File: src/design/kwm_pkg.sv
// ----------------------------------------------------------------------------
// kwm_pkg
// Shared sizes and types of the k-way sorted merge core.
// ----------------------------------------------------------------------------
package kwm_pkg;

	// Number of sequences (cells) and values held per sequence.
	localparam int LISTS = 8;
	localparam int DEPTH = 8;

	// Fixed field widths.
	localparam int LID_W = 3;
	localparam int VAL_W = 32;

	// Derived widths.
	localparam int CIDX_W = $clog2(LISTS);
	localparam int PTR_W  = (DEPTH > 1) ? $clog2(DEPTH) : 1;
	localparam int CNT_W  = $clog2(DEPTH + 1);
	localparam int TOT_W  = $clog2(LISTS * DEPTH + 1);
	localparam int WV_W   = $clog2(LISTS + 1);

	// Action codes carried on the request channel.
	localparam logic ACT_APPEND = 1'b0;
	localparam logic ACT_FINISH = 1'b1;

	// Best head seen so far, handed from cell to cell.
	typedef struct packed {
		logic                    vld;
		logic signed [VAL_W-1:0] val;
		logic [CIDX_W-1:0]       idx;
	} cand_t;

	// Commands broadcast from the controller to every cell.
	typedef struct packed {
		logic              app;
		logic              pop;
		logic              clr;
		logic [CIDX_W-1:0] tgt;
		logic [VAL_W-1:0]  data;
	} cell_ctl_t;

endpackage

File: src/design/kwm_in_if.sv
// ----------------------------------------------------------------------------
// kwm_in_if
// Valid/ready channel carrying append and finish beats.
// ----------------------------------------------------------------------------
interface kwm_in_if;
	logic                                 valid;
	logic                                 ready;
	logic                                 action;
	logic [kwm_pkg::LID_W-1:0]            list_id;
	logic signed [kwm_pkg::VAL_W-1:0]     value;

	modport source (output valid, action, list_id, value, input ready);
	modport sink (input valid, action, list_id, value, output ready);
endinterface

File: src/design/kwm_out_if.sv
// ----------------------------------------------------------------------------
// kwm_out_if
// Valid/ready channel carrying merged result beats.
// ----------------------------------------------------------------------------
interface kwm_out_if;
	logic                                 valid;
	logic                                 ready;
	logic signed [kwm_pkg::VAL_W-1:0]     value_res;
	logic [kwm_pkg::LID_W-1:0]            source_list;
	logic                                 last;
	logic                                 overflowed;

	modport source (output valid, value_res, source_list, last, overflowed, input ready);
	modport sink (input valid, value_res, source_list, last, overflowed, output ready);
endinterface

File: src/design/k_way_sorted_merge_core.sv
// ----------------------------------------------------------------------------
// k_way_sorted_merge_core
// Stores up to LISTS sorted sequences and emits them as one merged run.
// ----------------------------------------------------------------------------
// Usage: the req channel carries one beat per item. An append beat
// (action 0) stores value at the end of sequence list_id, and appends
// stream at one beat per cycle while req is ready. Appends to a full
// sequence are dropped and set the sticky overflow flag; a list_id of LISTS
// or more is ignored. A finish beat (action 1) starts the merge, during which
// req.ready is low. Each sequence lives in its own cell, and the cells form a
// registered chain that hands the smallest head seen so far to its right
// neighbor every cycle. Each pick lets the heads ripple through the whole
// chain and then pops the winning head into the output register, so the
// merge produces results one at a time, a new pick starting only after the
// last pop. Ties go to the lower sequence number. The final beat carries
// last; on that cycle the store and the overflow flag are emptied and req
// becomes ready again. A finish with nothing stored gives no beats and only
// clears the flag. Results sit in an output register: when the receiver
// stalls, the merge holds until the register is free, and no beat is lost.
// Reset empties every sequence and clears the flag and all valid bits.
// ----------------------------------------------------------------------------
module k_way_sorted_merge_core (
	input  logic       clk,
	input  logic       arst_n,
	kwm_in_if.sink     req,
	kwm_out_if.source  rsp
);

	localparam logic S_IDLE  = 1'b0;
	localparam logic S_MERGE = 1'b1;

	logic                          state_q;
	logic [kwm_pkg::WV_W-1:0]      cnt_q;
	logic [kwm_pkg::TOT_W-1:0]     tot_q;
	logic                          ovf_q;

	logic                          out_vld_q;
	logic signed [kwm_pkg::VAL_W-1:0] out_val_q;
	logic [kwm_pkg::LID_W-1:0]     out_src_q;
	logic                          out_last_q;
	logic                          out_ovf_q;

	kwm_pkg::cand_t                chain [kwm_pkg::LISTS+1];
	kwm_pkg::cell_ctl_t            ctl;
	logic [kwm_pkg::LISTS-1:0]     full_vec;

	logic                          acc;
	logic                          acc_app;
	logic                          acc_fin;
	logic                          in_range;
	logic [kwm_pkg::CIDX_W-1:0]    in_tgt;
	logic                          tgt_full;
	logic                          wave_done;
	logic                          emit;
	logic                          emit_last;
	logic                          fin_empty;
	kwm_pkg::cand_t                best;

	assign req.ready = (state_q == S_IDLE);
	assign acc       = req.valid && req.ready;
	assign acc_app   = acc && (req.action == kwm_pkg::ACT_APPEND);
	assign acc_fin   = acc && (req.action == kwm_pkg::ACT_FINISH);
	assign in_range  = (32'(req.list_id) < 32'(kwm_pkg::LISTS));
	assign in_tgt    = kwm_pkg::CIDX_W'(req.list_id);
	assign tgt_full  = full_vec[in_tgt];
	assign fin_empty = acc_fin && (tot_q == '0);

	// The chain end holds the smallest head once the heads have rippled
	// through every cell since they last changed.
	assign best      = chain[kwm_pkg::LISTS];
	assign wave_done = (state_q == S_MERGE) && (cnt_q == kwm_pkg::WV_W'(kwm_pkg::LISTS));
	assign emit      = wave_done && (!out_vld_q || rsp.ready);
	assign emit_last = emit && (tot_q == kwm_pkg::TOT_W'(1));

	always_comb begin
		ctl.app  = acc_app && in_range && !tgt_full;
		ctl.pop  = emit && !emit_last;
		ctl.clr  = fin_empty || emit_last;
		ctl.tgt  = emit ? best.idx : in_tgt;
		ctl.data = req.value;
	end

	assign chain[0] = '0;

	for (genvar i = 0; i < kwm_pkg::LISTS; i++) begin : g_cell
		kwm_cell u_cell (
			.clk      (clk),
			.arst_n   (arst_n),
			.idx      (kwm_pkg::CIDX_W'(i)),
			.ctl      (ctl),
			.cand_in  (chain[i]),
			.cand_out (chain[i+1]),
			.full     (full_vec[i])
		);
	end

	always_ff @(posedge clk or negedge arst_n) begin
		if (!arst_n) begin
			state_q   <= S_IDLE;
			cnt_q     <= '0;
			tot_q     <= '0;
			ovf_q     <= 1'b0;
			out_vld_q <= 1'b0;
		end else begin
			// A new result refills the output register even as the old one leaves.
			if (emit) begin
				out_vld_q <= 1'b1;
			end else if (rsp.ready) begin
				out_vld_q <= 1'b0;
			end
			case (state_q)
				S_IDLE: begin
					if (acc_app && in_range) begin
						if (tgt_full) begin
							ovf_q <= 1'b1;
						end else begin
							tot_q <= tot_q + 1'b1;
						end
					end
					if (acc_fin) begin
						cnt_q <= '0;
						if (tot_q == '0) begin
							ovf_q <= 1'b0;
						end else begin
							state_q <= S_MERGE;
						end
					end
				end
				S_MERGE: begin
					if (emit) begin
						cnt_q     <= '0;
						tot_q     <= tot_q - 1'b1;
						if (emit_last) begin
							ovf_q   <= 1'b0;
							state_q <= S_IDLE;
						end
					end else if (!wave_done) begin
						cnt_q <= cnt_q + 1'b1;
					end
				end
				default: begin
					state_q <= S_IDLE;
				end
			endcase
		end
	end

	always_ff @(posedge clk) begin
		if (emit) begin
			out_val_q  <= best.val;
			out_src_q  <= kwm_pkg::LID_W'(best.idx);
			out_last_q <= emit_last;
			out_ovf_q  <= ovf_q;
		end
	end

	assign rsp.valid       = out_vld_q;
	assign rsp.value_res   = out_val_q;
	assign rsp.source_list = out_src_q;
	assign rsp.last        = out_last_q;
	assign rsp.overflowed  = out_ovf_q;

	// A merge only runs while values remain to be emitted.
	a_merge_nonempty: assert property (@(posedge clk) disable iff (!arst_n)
		state_q == S_MERGE |-> tot_q != '0)
		else $error("merge running with an empty store");

	// A finished wave always finds some head while values remain.
	a_wave_found: assert property (@(posedge clk) disable iff (!arst_n)
		wave_done |-> best.vld)
		else $error("chain end holds no candidate");

	// The final result returns the block to idle with the store emptied.
	a_last_clears: assert property (@(posedge clk) disable iff (!arst_n)
		emit_last |=> state_q == S_IDLE && tot_q == '0 && !ovf_q)
		else $error("store not emptied after the final result");

	// An empty finish clears the overflow flag and stays idle.
	a_empty_finish: assert property (@(posedge clk) disable iff (!arst_n)
		fin_empty |=> state_q == S_IDLE && !ovf_q)
		else $error("empty finish left state behind");

endmodule

File: src/design/kwm_cell.sv
// ----------------------------------------------------------------------------
// kwm_cell
// One sequence: its value store, fill count and head pointer, plus one
// registered stage of the minimum chain.
// ----------------------------------------------------------------------------
module kwm_cell (
	input  logic                         clk,
	input  logic                         arst_n,
	input  logic [kwm_pkg::CIDX_W-1:0]   idx,
	input  kwm_pkg::cell_ctl_t           ctl,
	input  kwm_pkg::cand_t               cand_in,
	output kwm_pkg::cand_t               cand_out,
	output logic                         full
);

	logic [kwm_pkg::VAL_W-1:0] mem_q [kwm_pkg::DEPTH];
	logic [kwm_pkg::CNT_W-1:0] fill_q;
	logic [kwm_pkg::CNT_W-1:0] rd_q;
	kwm_pkg::cand_t            cand_q;
	logic                      mine;
	logic                      has;
	logic signed [kwm_pkg::VAL_W-1:0] head;
	logic                      take;

	assign mine = (ctl.tgt == idx);
	assign full = (fill_q == kwm_pkg::CNT_W'(kwm_pkg::DEPTH));
	assign has  = (rd_q < fill_q);
	assign head = $signed(mem_q[rd_q[kwm_pkg::PTR_W-1:0]]);
	// Strict compare keeps the left (lower numbered) candidate on a tie.
	assign take = has && (!cand_in.vld || (head < cand_in.val));
	assign cand_out = cand_q;

	always_ff @(posedge clk) begin
		if (ctl.app && mine && !full) begin
			mem_q[fill_q[kwm_pkg::PTR_W-1:0]] <= ctl.data;
		end
	end

	always_ff @(posedge clk or negedge arst_n) begin
		if (!arst_n) begin
			fill_q <= '0;
			rd_q   <= '0;
			cand_q <= '0;
		end else begin
			if (ctl.clr) begin
				fill_q <= '0;
				rd_q   <= '0;
			end else begin
				if (ctl.app && mine && !full) begin
					fill_q <= fill_q + 1'b1;
				end
				if (ctl.pop && mine) begin
					rd_q <= rd_q + 1'b1;
				end
			end
			if (take) begin
				cand_q.vld <= 1'b1;
				cand_q.val <= head;
				cand_q.idx <= idx;
			end else begin
				cand_q <= cand_in;
			end
		end
	end

endmodule

File: src/flat_wrapper.sv
// flat-port wrapper written by rule: the top's interface ports become plain ports
module k_way_sorted_merge_core_flat 
  (clk, arst_n, req_valid, req_action, req_list_id, req_value, req_ready, rsp_valid, rsp_value_res, rsp_source_list, rsp_last, rsp_overflowed, rsp_ready);
  kwm_in_if req_i ();
  kwm_out_if rsp_i ();
  input  logic clk;
  input  logic arst_n;
  input wire logic [$bits(req_i.valid)-1:0] req_valid;
  input wire logic [$bits(req_i.action)-1:0] req_action;
  input wire logic [$bits(req_i.list_id)-1:0] req_list_id;
  input wire logic [$bits(req_i.value)-1:0] req_value;
  output wire logic [$bits(req_i.ready)-1:0] req_ready;
  output wire logic [$bits(rsp_i.valid)-1:0] rsp_valid;
  output wire logic [$bits(rsp_i.value_res)-1:0] rsp_value_res;
  output wire logic [$bits(rsp_i.source_list)-1:0] rsp_source_list;
  output wire logic [$bits(rsp_i.last)-1:0] rsp_last;
  output wire logic [$bits(rsp_i.overflowed)-1:0] rsp_overflowed;
  input wire logic [$bits(rsp_i.ready)-1:0] rsp_ready;
  assign req_i.valid = req_valid;
  assign req_i.action = req_action;
  assign req_i.list_id = req_list_id;
  assign req_i.value = req_value;
  assign req_ready = req_i.ready;
  assign rsp_valid = rsp_i.valid;
  assign rsp_value_res = rsp_i.value_res;
  assign rsp_source_list = rsp_i.source_list;
  assign rsp_last = rsp_i.last;
  assign rsp_overflowed = rsp_i.overflowed;
  assign rsp_i.ready = rsp_ready;
  k_way_sorted_merge_core u_core (.clk(clk), .arst_n(arst_n), .req(req_i), .rsp(rsp_i));
endmodule
File: config.mk
export PLATFORM = sky130hd
export DESIGN_NAME = k_way_sorted_merge_core_flat
export DESIGN_NICKNAME = d
export VERILOG_FILES = /design/src/design/kwm_pkg.sv /design/src/design/kwm_in_if.sv /design/src/design/kwm_out_if.sv /design/src/design/k_way_sorted_merge_core.sv /design/src/design/kwm_cell.sv /design/src/flat_wrapper.sv
export SDC_FILE = /design/constraint.sdc
export NUM_CORES = 2
export LEC_CHECK = 0
export ABC_CLOCK_PERIOD_IN_PS = 16900
export BUFFER_PORTS_ARGS = -buffer_cell sky130_fd_sc_hd__buf_2
export CAP_MARGIN = 20
export CELL_PAD_IN_SITES_DETAIL_PLACEMENT = 1
export CELL_PAD_IN_SITES_GLOBAL_PLACEMENT = 1
export CORE_ASPECT_RATIO = 0.8
export CORE_UTILIZATION = 40
export DETAILED_ROUTE_END_ITERATION = 12
export PLACE_DENSITY = 0.67
export SYNTH_ARGS = -nofsm -noshare
export SYNTH_HDL_FRONTEND = slang
export SYNTH_SLANG_ARGS = --single-unit
File: constraint.sdc
create_clock -name clk -period 16.9 [get_ports clk]
set_input_delay 0.845 -clock clk [delete_from_list [all_inputs] [get_ports clk]]
set_output_delay 0.845 -clock clk [all_outputs]
set_load 0.01 [all_outputs]
# Word level (Yosys, flattened, before mapping)
# Memories as Yosys holds them, arrays and structs flattened.
# Index checks and enable logic that the tools add are counted.
classes:
  addsub: 19
  n_mul: 0
  div_mod_pow: 0
  magnitude_cmp: 16
  eq_ne: 23
  n_shift: 0
  n_mux: 81
  bitwise_logic: 2
  reduce_logical: 89
ops:
  columns: ["operator", "n"]
  rows:
  - ["36-bit 2-to-1 mux", 7]
  - ["32-bit less-than comparator", 7]
  - ["4-bit 2-to-1 mux", 35]
  - ["4-bit by 1-bit adder with 4-bit output (second input constant)", 17]
  - ["1-bit logical AND", 40]
  - ["4-bit == test (second input constant)", 9]
  - ["35-bit 2-to-1 mux", 1]
  - ["2-bit nonzero test", 17]
  - ["4-bit less-than comparator", 8]
  - ["1-bit 2-to-1 mux", 29]
  - ["7-bit 2-to-1 mux", 3]
  - ["1-bit logical NOT", 18]
  - ["7-bit case mux with 2 select lines", 1]
  - ["3-bit == test (second input constant)", 4]
  - ["2-bit inequality test (second input constant)", 5]
  - ["1-bit logical OR", 9]
  - ["4-bit case mux with 2 select lines", 1]
  - ["7-bit by 1-bit adder with 7-bit output (second input constant)", 1]
  - ["7-bit by 1-bit == test with 1-bit output (second input constant)", 1]
  - ["7-bit logical NOT", 1]
  - ["7-bit by 1-bit subtractor with 7-bit output (second input constant)", 1]
  - ["3-bit by 2-bit == test with 1-bit output (second input constant)", 2]
  - ["3-bit by 4-bit less-than comparator with 1-bit output (second input constant)", 1]
  - ["1-bit case mux with 2 select lines", 2]
  - ["8 further kinds", 10]
word_totals:
  ff_bits: 402
  latchBits: 0
  mem_bits_rw: 2048
  rom_bits: 0
  in_bits: 40
  mem_count: 8
mem_list:
  columns: ["name", "depth", "width", "read_ports", "rd_ports_with_merged_regs", "wr", "line_no", "rtl"]
  rows:
  - ["u_core.g_cell[0].u_cell.mem_q", 8, 32, 1, 0, 1, "kwm_cell.sv:16", "logic [kwm_pkg::VAL_W-1:0] mem_q [kwm_pkg::DEPTH];"]
  - ["u_core.g_cell[1].u_cell.mem_q", 8, 32, 1, 0, 1, "kwm_cell.sv:16", null]
  - ["u_core.g_cell[2].u_cell.mem_q", 8, 32, 1, 0, 1, "kwm_cell.sv:16", null]
  - ["u_core.g_cell[3].u_cell.mem_q", 8, 32, 1, 0, 1, "kwm_cell.sv:16", null]
  - ["u_core.g_cell[4].u_cell.mem_q", 8, 32, 1, 0, 1, "kwm_cell.sv:16", null]
  - ["u_core.g_cell[5].u_cell.mem_q", 8, 32, 1, 0, 1, "kwm_cell.sv:16", null]
  - ["+2 memories", null, null, null, null, null, null, null]

# Depth between registers and ports, before layout
logic_depth:
  depth_word: 9
  mapped_depth: 16
  ltp_nobuf: 11

# Modules after synthesis
# A second synthesis with hierarchy kept.
hier_totals:
  hier_cells: 5414
  area_unflattened_um2: 101765.1
modules_own_cells:
  columns: ["mod", "instances", "cells_per_inst", "area_each_um2", "seq_area_each_um2"]
  rows:
  - ["kwm_cell (u_core.g_cell[0].u_cell ...)", 4, 626, 12259.3, 8788.4]
  - ["kwm_cell (u_core.g_cell[5].u_cell ...)", 3, 635, 12326.8, 8788.4]
  - ["kwm_cell (u_core.g_cell[1].u_cell)", 1, 834, 13503.0, 8788.4]
  - ["k_way_sorted_merge_core", 1, 171, 2244.7, 1461.4]

# Worst setup path after synthesis
# OpenSTA, ideal clock, no wires.
synth_timing:
  kind: "input port to flip-flop"
  start: "in rsp_ready"
  end: "mem u_core.g_cell[5].u_cell.mem_q[0][0] (netlist name), enable pin"
  setup_ns: 0.501
  arrival_ns: 5.576
  t_required_ns: 16.399
  slack_ns: 10.823
  cell_stages: 8
  cell_sequence: "nand2b_1 nand2b_1 buf_2 inv_1 buf_2 nand3_1 a211o_1 nor4_1"
synth_between:
  elab_chain_len: 8
synth_rtl:
  columns: ["element", "line_no", "rtl"]
  rows:
  - ["start: declaration", "flat_wrapper.sv:18", "input wire logic [$bits(rsp_i.ready)-1:0] rsp_ready;"]
  - ["1-bit logical OR", "k_way_sorted_merge_core.sv:72", "assign emit = wave_done && (!out_vld_q || rsp.ready);"]
  - ["1-bit logical AND", "k_way_sorted_merge_core.sv:72", null]
  - ["net u_core.emit", "k_way_sorted_merge_core.sv:54", "logic emit;"]
  - ["3-bit 2-to-1 mux", "k_way_sorted_merge_core.sv:79", "ctl.tgt = emit ? best.idx : in_tgt;"]
  - ["3-bit == test", "kwm_cell.sv:25", "assign mine = (ctl.tgt == idx);"]
  - ["1-bit logical AND (2 in series)", "kwm_cell.sv:34", "if (ctl.app && mine && !full) begin"]
  - ["1-bit 2-to-1 mux", "kwm_cell.sv:34", null]
  - ["1-bit 2-to-1 mux (implied by the code)", "kwm_cell.sv:35", "mem_q[fill_q[kwm_pkg::PTR_W-1:0]] <= ctl.data;"]
  - ["end: declaration", "kwm_cell.sv:16", null]
# The timed path passes the listed nets, and every way through them passes these cells.

# Worst setup path after layout
layout_timing:
  start: "reg u_core.g_cell[6].u_cell.rd_q[0] (netlist name)"
  end: "reg u_core.g_cell[6].u_cell.cand_q, in the netlist u_core.g_cell[6].u_cell.cand_out[23]"
layout_between:
  elab_chain_len: 5
layout_rtl:
  columns: ["element", "line_no", "rtl"]
  rows:
  - ["start: declaration", "kwm_cell.sv:18", "logic [kwm_pkg::CNT_W-1:0] rd_q;"]
  - ["start signal: assignment", "kwm_cell.sv:53", "rd_q <= rd_q + 1'b1;"]
  - ["memory 8 x 32 bit", null, null]
  - ["32-bit less-than comparator", "kwm_cell.sv:30", "assign take = has && (!cand_in.vld || (head < cand_in.val));"]
  - ["1-bit logical OR", "kwm_cell.sv:30", null]
  - ["1-bit logical AND", "kwm_cell.sv:30", null]
  - ["36-bit 2-to-1 mux *", "kwm_cell.sv:56", "if (take) begin"]
  - ["end signal: assignment", "kwm_cell.sv:61", "cand_q <= cand_in;"]
  - ["end: declaration", "kwm_cell.sv:19", "kwm_pkg::cand_t cand_q;"]
# Mark *: on every way between the ends. The rest lies on a longest branch, timed or not.
# A chain may end at the register's enable or synchronous reset.

==> out/qor.yml <==
synthesis:
  yosys.cell_count.top_type: "edfxtp_1"
  synth_top_area_share_pct: 63.2
  synth_commonest_cells: "edfxtp_1, mux4_2, mux2_2, dfrtp_1, inv_1"
  yosysWarnings: 0
  synth_top_area_cell: "edfxtp_1"
  synth_edf_count: 2085
  ys.flop_type: "edfxtp_1"
  syn_avg_cell_area_um2: 19.4
  syn_nets: 5420
  ys_seq_elements: 2443
  async_reset_ff_share_pct: 14.7
  ys_seq_area_share_pct: 72.3
  synth.area.top_cells: "edfxtp_1, mux4_2, dfrtp_1, mux2_2, ha_1"
  synthesis.area_um2: 99000
  synthCells: 5109
  synth_cell_types: 67
power_and_ir_drop:
  total_power_uw: 16200
  power.density_nw_per_um2: 145
  peakVddDrop_uv: 102
  leakage_uw: 0.0373
worst_setup_path:
  cp.required_ns: 17.65
  endpoint_kind: "register"
  path_cells: "buf_4 > mux4_2 > mux2i_1 > inv_1 > ha_1 > a21o_1 > a21o_1 > a221oi_1 > o21a_1 > and4_1 > buf_4 > a22oi_1 > o211a_1"
  slowest_stage: "and4_1"
  critPathBufInv: 3
  cp_max_fo: 38
  critPathKind: "reg -> reg"
  critPathArrivalTime_ns: 6.67
  critical_path.top_delay_family: "compound AO/OA/AOI/OAI gates"
  slowest_delay_ns: 0.97
  critPathLaunchType: "register"
sta:
  drv_slew: 0
  fmaxAchievable_mhz: 169
  setup-tns-final_ns: 0
  tightest_slew_ns: 1.12
  finalSetupViolCount: 0
  rsz0062_at_grt: "false"
  hold_viol: 0
  slew_headroom_pct: 24.7
  finalCriticalPeriod_ns: 5.92
  fin_ws_ns: 10.98
  whs_ns: 0.302
  fin_skew_ns: 0.0830
  period_share_pct: 35.0
route:
  drc: 0
  dr.pass1.iters: 7
  drt_iter0_drc: 4294
  drt-total-wl_mm: 259
  num_vias: 49500
  wl_per_cell_um: 29.2
  viasPerCell: 5.60
  postRouteAntennaNets: 0
die:
  die_h_um: 447
  die_x_um: 558
  ios: 79
  start_util_pct: 40.4
  row_count: 162
  die-area_um2: 250000
  core-area_um2: 245000
clocking:
  cts.sinks: 2443
  cts-buffers-inserted: 234
  cts_max_level: 4
  cts_resized: 0
  cts_setup_buffers: 0
  cts.path.max_buffers: 4
  path_clk_slew_ns: 0.06
  clk_latency_ns: 0.91
  cts_tree: "yes"
  ctsRootBufferMaster: "clkbuf_16"
  ctsHoldBuffers: 1
placement:
  port_buffers: 78
  post_dp_cell_area_um2: 104000
  gp_congestion: 0.848
  dpl.hpwl_mm: 150
  place_ws_ns: 10.99
finish:
  nets: 5670
  fin_area_um2: 112000
  area_growth_pct: 12.8
  drive_gt1_share_pct: 28.1
global_routing:
  grt_max_degree: 118
  antenna_found_initial: 14
  track_usage_pct: 20.7
  grt_pass1_wl_mm: 372
  grt_overflow: 0
  grt_pass1_vias: 52300
outcome:
  status: "completed"
hold_path:
  hold_class: "in -> reg"
flow_run:
  cap_violations: 0
[stage by stage]
| stage | util (%) | std cells |
|---|---|---|
| after global placement | 42.5 | 8398 |
| after global routing | 45.6 | 8835 |
| after CTS | 45.6 | 8832 |
| final | 45.6 | 8846 |
| after floorplan | - | 5109 |
| after detailed placement | 42.6 | 8399 |
[state kept, by name (all words and copies together) (netlist names)]
register / cells
u_core.g_cell.u_cell.mem_q: 2048
u_core.g_cell.u_cell.cand_out: 280
u_core.g_cell.u_cell.fill_q: 32
u_core.g_cell.u_cell.rd_q: 32
u_core.rsp.value_res: 32
u_core.tot_q: 7
u_core.cnt_q: 4
u_core.rsp.source_list: 3
u_core.ovf_q: 1
u_core.rsp.last: 1
u_core.rsp.overflowed: 1
u_core.rsp.valid: 1
u_core.state_q: 1
[worst reg2reg max path, cell delays in order, from the launching register on]
cell and delay [ns]:
dfrtp_4 0.84, buf_4 0.72, mux4_2 0.66, mux2i_1 0.33, inv_1 0.11, ha_1 0.31, a21o_1 0.16, a21o_1 0.18
a221oi_1 0.36, o21a_1 0.52, and4_1 0.97, buf_4 0.38, a22oi_1 0.13, o211a_1 0.15
[path summary, 6_finish.rpt]
check	startpoint	endpoint	slack [ns]	cells after the start
hold reg to reg	u_core.g_cell[7].u_cell.cand_out[21]	u_core.rsp.value_res[18]	0.42	0
setup / recovery	u_core.g_cell[6].u_cell.rd_q[0]	u_core.g_cell[6].u_cell.cand_out[23]	10.98	13
max in group asynchronous	arst_n	u_core.g_cell[2].u_cell.rd_q[0]	13.40	5
min in group asynchronous	arst_n	u_core.g_cell[6].u_cell.cand_out[27]	0.55	2
hold / removal	req_action	u_core.state_q	0.30	3
setup reg to reg	u_core.g_cell[6].u_cell.rd_q[0]	u_core.g_cell[6].u_cell.cand_out[23]	10.98	13
[cells in the final DEF, fill, tap and decap left out, types with 70 or more instances in the layout]
cell | netlist | routed
inv_1 | 299 | 298
a21oi_1 | 78 | 78
mux2i_1 | 71 | 71
nor2_1 | 131 | 126
mux4_2 | 514 | 514
edfxtp_1 | 2085 | 2085
mux2_2 | 392 | 392
nand2_1 | 150 | 150
buf_4 | 8 | 146
ha_1 | 271 | 271
clkbuf_16 | 0 | 237
clkbuf_1 | 93 | 70
dfrtp_1 | 358 | 340
[power breakdown]
part           leakage, uW  internal (uW)  total (uW)  switching (uW)
registers           0.0233           6930        7530             601
clock network      0.00364           2910        5170            2260
logic               0.0103           1680        3540            1860
[layer usage]
layer	part of all wire (%)	track usage (%)
met1	44	29.5
met2	47	33.6
met3	5.8	2.87
met4	2.6	5.42
met5	0.010	0
[kinds of logic (layout without fill, tap and decap cells)]
kind of cell	Yosys count	after routing	synth area share [%]
simple gates	501	501	2.43
buf+inv	502	948	1.95
other cells	0	11	0
compound gates	376	376	2.72
flops	2443	2443	72.3
mux	977	977	16.9
fa+ha+maj	271	271	3.42
xor+xnor	39	39	0.345
[final cells by class]
cell class              instances  area (um^2)
diodes                         11         27.5
clock buffers                 326         6450
clock inverters               106         1010
fillers                     22900       133000
inverters                     299         1120
multi-input cells            2164        25900
flip-flops and latches       2443        71600
well taps                    3280         4100
repair buffers                217         1530
(Power assumes the default switching activity.)
